$ cat src/hw/rtl/qpim_pkg.sv
`timescale 1ns / 1ps
// ----------------------------------------------------------------------------
// qpim_pkg
// Shared widths and types of the quad point inside / inverse map pipeline.
// ----------------------------------------------------------------------------
package qpim_pkg;

  localparam int unsigned IN_W    = 32;
  localparam int unsigned NODES   = 4;
  localparam int unsigned FIELDS  = 2 * NODES + 2;
  localparam int unsigned CF_W    = 34;
  localparam int unsigned PX_W    = 35;
  localparam int unsigned PR_W    = 70;
  localparam int unsigned WD_W    = 72;
  localparam int unsigned HALF_W  = 36;
  localparam int unsigned SQ_W    = 144;
  localparam int unsigned DISC_W  = 148;
  localparam int unsigned RAD_PAD = 32;
  localparam int unsigned RAD_W   = SQ_W + RAD_PAD;
  localparam int unsigned ROOT_W  = RAD_W / 2;
  localparam int unsigned FRAC_W  = 16;
  localparam int unsigned VN_W    = 90;
  localparam int unsigned VD_W    = 73;
  localparam int unsigned Q_W     = 18;
  localparam int unsigned UV_W    = 18;
  localparam int unsigned UD_W    = 54;
  localparam int unsigned UN_W    = UD_W + FRAC_W;
  localparam int unsigned LIM_W   = 32;
  localparam int unsigned LIM_SH  = 4;
  localparam int unsigned OUT_W   = 40;

  localparam logic [Q_W-1:0] UV_ONE = Q_W'(1) << FRAC_W;

  typedef struct packed {
    logic signed [CF_W-1:0] bx;
    logic signed [CF_W-1:0] cx;
    logic signed [CF_W-1:0] dx;
    logic signed [PX_W-1:0] px;
  } geo_t;

  typedef struct packed {
    geo_t            geo;
    logic            ok;
    logic            lin;
    logic            disc_neg;
    logic            bq_neg;
    logic [WD_W-1:0] bq_mag;
    logic            a_neg;
    logic [WD_W-1:0] a_mag;
    logic            cq_neg;
    logic [WD_W-1:0] cq_mag;
  } coef_t;

  typedef struct packed {
    geo_t geo;
    logic lin;
    logic go_p;
    logic go_m;
    logic sgn_p;
  } vt_t;

  typedef struct packed {
    logic signed [UV_W-1:0] v_p;
    logic signed [UV_W-1:0] v_m;
    logic                   ok_p;
    logic                   ok_m;
    logic                   sgn_p;
  } ut_t;

endpackage

$ cat src/hw/rtl/qpim_div.sv
`timescale 1ns / 1ps
// ----------------------------------------------------------------------------
// qpim_div
// Pipelined restoring divider for a short quotient with overflow flag.
// ----------------------------------------------------------------------------
module qpim_div import qpim_pkg::*; #(
  parameter int unsigned NW = 8,
  parameter int unsigned DW = 8,
  parameter int unsigned TW = 1
) (
  input  logic           clk_i,
  input  logic           rst_ni,
  input  logic           en_i,
  input  logic           valid_i,
  input  logic [NW-1:0]  num_i,
  input  logic [DW-1:0]  den_i,
  input  logic [TW-1:0]  tag_i,
  output logic           valid_o,
  output logic [Q_W-1:0] quo_o,
  output logic           ovf_o,
  output logic [TW-1:0]  tag_o
);

  localparam int unsigned RW = (NW > DW + Q_W) ? NW : DW + Q_W;

  logic           vld_q [Q_W+1];
  logic [RW-1:0]  r_q   [Q_W+1];
  logic [DW-1:0]  d_q   [Q_W+1];
  logic [Q_W-1:0] q_q   [Q_W+1];
  logic           ovf_q [Q_W+1];
  logic [TW-1:0]  tag_q [Q_W+1];

  always_ff @(posedge clk_i or negedge rst_ni) begin
    if (!rst_ni) begin
      vld_q[0] <= 1'b0;
    end else if (en_i) begin
      vld_q[0] <= valid_i;
    end
  end

  always_ff @(posedge clk_i) begin
    if (en_i) begin
      r_q[0]   <= RW'(num_i);
      d_q[0]   <= den_i;
      q_q[0]   <= '0;
      ovf_q[0] <= RW'(num_i) >= (RW'(den_i) << Q_W);
      tag_q[0] <= tag_i;
    end
  end

  for (genvar j = 1; j <= Q_W; j++) begin : g_bit
    logic [RW-1:0] sh;
    logic          ge;

    assign sh = RW'(d_q[j-1]) << (Q_W - j);
    assign ge = r_q[j-1] >= sh;

    always_ff @(posedge clk_i or negedge rst_ni) begin
      if (!rst_ni) begin
        vld_q[j] <= 1'b0;
      end else if (en_i) begin
        vld_q[j] <= vld_q[j-1];
      end
    end

    always_ff @(posedge clk_i) begin
      if (en_i) begin
        r_q[j]   <= ge ? r_q[j-1] - sh : r_q[j-1];
        d_q[j]   <= d_q[j-1];
        q_q[j]   <= q_q[j-1] | (Q_W'(ge) << (Q_W - j));
        ovf_q[j] <= ovf_q[j-1];
        tag_q[j] <= tag_q[j-1];
      end
    end
  end

  assign valid_o = vld_q[Q_W];
  assign quo_o   = q_q[Q_W];
  assign ovf_o   = ovf_q[Q_W];
  assign tag_o   = tag_q[Q_W];

endmodule

$ cat config.mk
export PLATFORM = sky130hd
export DESIGN_NAME = qpim_div
export DESIGN_NICKNAME = d
export VERILOG_FILES = /design/src/hw/rtl/qpim_pkg.sv /design/src/hw/rtl/qpim_div.sv
export SDC_FILE = /design/constraint.sdc
export NUM_CORES = 1
export LEC_CHECK = 0
export BUFFER_PORTS_ARGS = -buffer_cell sky130_fd_sc_hd__buf_4
export CORE_MARGIN = 10
export CORE_UTILIZATION = 50
export CTS_CLUSTER_DIAMETER = 80
export CTS_CLUSTER_SIZE = 28
export DETAILED_ROUTE_END_ITERATION = 8
export HOLD_SLACK_MARGIN = 0.03
export PLACE_DENSITY_LB_ADDON = 0.08
export SYNTH_ARGS = -nofsm -noshare
export SYNTH_HDL_FRONTEND = slang
export SYNTH_SLANG_ARGS = --single-unit
$ cat constraint.sdc
create_clock -name clk_i -period 5.6 [get_ports clk_i]
set_clock_uncertainty 0.05 [all_clocks]
set_input_delay 0.28 -clock clk_i [delete_from_list [all_inputs] [get_ports clk_i]]
set_output_delay 0.28 -clock clk_i [all_outputs]
set_load 0.01 [all_outputs]
==> key figures <==
Critical path
  – Crit-path max FO: 13
  – Worst Setup Path Type: reg -> reg
  – Cells on worst reg2reg path: 9
  – Most frequent CP cell: inv_1
  – Worst r2r dst: r_q[14][11]
  – Critical-path cell list: inv_1 > ha_1 > inv_1 > fa_1 > a211o_1 > a2111oi_2 > o21a_1 > nand3_1 > mux2_1
  – CP startpoint kind: flop
  – RR Startpoint: r_q[13][4]
  – R2R Setup Slk: 2220 ps
  – Worst path slowest cell: a2111oi_2
  – Crit path arrival time: 3680 ps
  – Worst path required time: 5900 ps
  – Crit end category: flop
  – Longest individual stage delay on the worst path: 510 ps

Placed design
  – Port Buffers: 41
  – DPL Wire Length: 46000 µm
  – Pre-CTS setup slack: 2270 ps
  – Placed cells: 3463
  – GPL Wtd Cong: 0.884
  – DP Area: 0.0364 mm²

STA
  – Final worst slack: 2220 ps
  – Fin crit period: 3380 ps
  – Hold Violations, Final: 0
  – Worst-Margin Slew: 1210 ps
  – Rel. slew slack: 19.1%
  – Setup repair after global routing missed its margin: false
  – Achievable clock frequency: 0.296 GHz
  – Worst hold slack: 231 ps
  – Slew Viols, Final: 0
  – Setup tns final: 0 ps
  – Final setup viols: 0
  – Final worst-path cycle share: 60.4%

CTS
  – H-tree depth: 2
  – CTS tree: yes
  – Total CTS buffers: 39
  – PostCTS Resize Cnt: 0
  – Clk_lat worst skew: 600 ps
  – Clock transition at path regs: 100 ps
  – Setup Buffers After CTS: 0
  – CTS Hold Buffers Added: 20
  – Sink Count: 777
  – Clk buf depth: 3
  – Root Driver: clkbuf_16

Power and ir drop
  – Internal cell power: 9.95 mW
  – Clock power frac: 24.6%
  – Sw frac: 27.7%
  – Power density over cell area: 363 mW/mm²
  – Reg power frac: 56.7%
  – VDD IR max: 0.000258 V
  – Logic pwr share: 18.7%
  – Switching power: 3.81 mW
  – Pleak: 13.5 nW

Synth
  – Number of synthesized register bits: 777
  – Post-synth top area share: 65.3%
  – Yosys warns: 0
  – Ranking of synthesized cells by area: edfxtp_1 65%, ha_1 4.9%, xnor2_1 2.5%
  – Sequential fraction of the synthesis area: 66.7%
  – Cells after synthesis: 2508
  – Area of the mapped netlist: 0.0349 mm²
  – Post-Syn Nets: 2682
  – Average cell area after synthesis: 13.9 µm²
  – Ys flop type: edfxtp_1
  – Synth area leader: edfxtp_1
  – EDFF count, synth: 758
  – Post-synth ARST share: 2.45%
  – Cell variety after synth: 79

Final layout
  – Storage cell area: 0.0232 mm²
  – Layout cell share with drive strength beyond 1: 7.98%
  – Area occupied by multi-input gates: 0.0108 mm²
  – Layout area overhead: 8.80%
  – Ant diodes: 0
  – Final instance area: 0.0379 mm²
  – Final Non-Filler Cells: 3549
  – Layout Nets: 2767
  – # fillers: 5577

Die
  – Die Span X: 284 µm
  – Initial Util: 50.6%
  – Row cnt: 96
  – # IOs: 42
  – Die H: 284 µm
  – DIE AREA: 0.0807 mm²
  – Core footprint: 0.0688 mm²

Run
  – MaxCap Viol Count: 0

Route
  – Total number of vias: 19600
  – Vias per cell: 5.52
  – DRC Markers: 0
  – DR iter-0 viols: 1422
  – Average routed wire per standard cell: 18.2 µm
  – Post-route antenna net violation count: 0
  – First-pass DRT Iterations: 6
  – Final wirelength: 64600 µm

Global route
  – Initial antenna violation count: 2
  – Pin count of the biggest net entering global routing: 178
  – Grt ovf: 0
  – Gr usage total: 15.7%
  – First-pass GRT wire length: 104000 µm
  – Vias in the first global route: 19300

Hold path
  – Depth of the worst hold-timing path: 1
  – Worst Hold Path EP: r_q[0][5]
  – Hold Startpoint: en_i
  – Hold Crit Class: in -> reg

Status
  – Status: complete, no violations
-- routing by layer --
metal / vias to the layer above / track usage, % / wire length (µm)
li1: 9565 / - / -
met1: 9654 / 21.1 / 29700
met2: 317 / 26.7 / 31500
met3: 72 / 1.90 / 2030
met4: 0 / 3.96 / 1280
met5: - / 0 / 0
-- cells in the mapped netlist, drive strengths merged (4+ instances only) --
library cell / number
clkbuf: 22
nor4: 59
dfrtp: 19
mux2: 56
ha: 137
a2111oi: 9
nor4bb: 4
nand2: 129
fa: 16
nor3b: 7
edfxtp: 758
a21oi: 100
xor2: 94
or4: 26
inv: 197
buf: 8
a211o: 4
nand4b: 13
o31ai: 27
and2: 6
nor4b: 19
nor3: 75
a211oi: 23
nor2b: 30
xnor2: 98
o21ai: 104
a21boi: 7
nand4: 18
o211ai: 15
o21a: 45
a21o: 28
or2: 19
o31a: 7
nand3: 43
nor2: 149
mux2i: 7
nand3b: 7
o21bai: 11
or3: 34
and4: 4
nand2b: 25
and3: 8
-- per-stage QoR --
stage | total power, mW | util (%)
floorplan | 9.64 | -
global placement | 10.4 | 52.9
detailed placement | 10.5 | 52.9
CTS | 13.9 | 55.1
global route | 14.5 | 55.1
finish | 13.8 | 55.1
-- worst max path at each step --
stage	to	depth (start not counted)	from	slack, ps
finish	r_q[14][11]	9	r_q[13][4]	2220
global route	r_q[14][11]	9	r_q[13][4]	1920
CTS	r_q[14][11]	9	r_q[13][4]	2230
detailed placement	r_q[14][11]	9	r_q[13][4]	2270
global placement	r_q[14][11]	9	r_q[13][4]	2360
floorplan	r_q[14][11]	10	r_q[13][4]	2640
-- critical path, delay by kind of cell, from the launching register on --
family | cells | cell delay, ps
flip-flops | 1 | 430
AO/OA/AOI/OAI | 3 | 1100
adder cells (fa/ha/maj) | 2 | 570
multiplexers | 1 | 480
buffers and inverters | 2 | 140
AND/OR/NAND/NOR | 1 | 380
-- cell usage in the layout (no fill, tap or decap), drive strengths merged, types with 16 or more instances in the layout --
cell         count
nor4b           19
a211oi          23
fa              16
or3             34
dfrtp           19
nor2           149
mux2            56
or4             26
nand3           43
xnor2           98
a21oi          100
nand2b          25
nand2          129
xor2            94
o21a            45
edfxtp         758
nand4           18
nor4            59
o21ai          104
buf             54
clkbuf          46
nor2b           30
dlygate4sd3     20
nor3            75
a21o            28
or2             19
o31ai           27
ha             137
inv            202
-- sequential cells by signal, summed over array words and instances, names as in the netlist --
| name | count |
|---|---|
| r_q | 405 |
| q_q | 171 |
| d_q | 144 |
| ovf_q | 19 |
| tag_q | 19 |
| vld_q | 18 |
| valid_o | 1 |
-- kinds of logic after synthesis --
group / synth area share, %
flops: 66.7
simple gates: 10.5
compound gates: 7.66
buf+inv: 2.49
xor+xnor: 4.82
fa+ha+maj: 5.84
mux: 2.01
-- cell type report --
| class | count | share of cell area [%] |
|---|---|---|
| Sequential cell | 777 | 61.3 |
| Clock inverter | 20 | 0.756 |
| Clock buffer | 46 | 2.78 |
| Tap cell | 931 | 3.07 |
| Inverter | 198 | 1.96 |
| Timing Repair Buffer | 74 | 1.75 |
| Multi-Input combinational cell | 1503 | 28.4 |
-- power by group through the flow --
stage / clock network [mW] / logic, mW / registers [mW]
2_1_floorplan: 0 / 1.92 / 7.72
3_3_place_gp: 0 / 2.48 / 7.93
3_5_place_dp: 0 / 2.55 / 7.94
4_1_cts: 3.52 / 2.58 / 7.81
5_1_grt: 3.73 / 2.90 / 7.89
6_report: 3.39 / 2.57 / 7.80
Note: power is estimated with default switching activity, not from simulation.
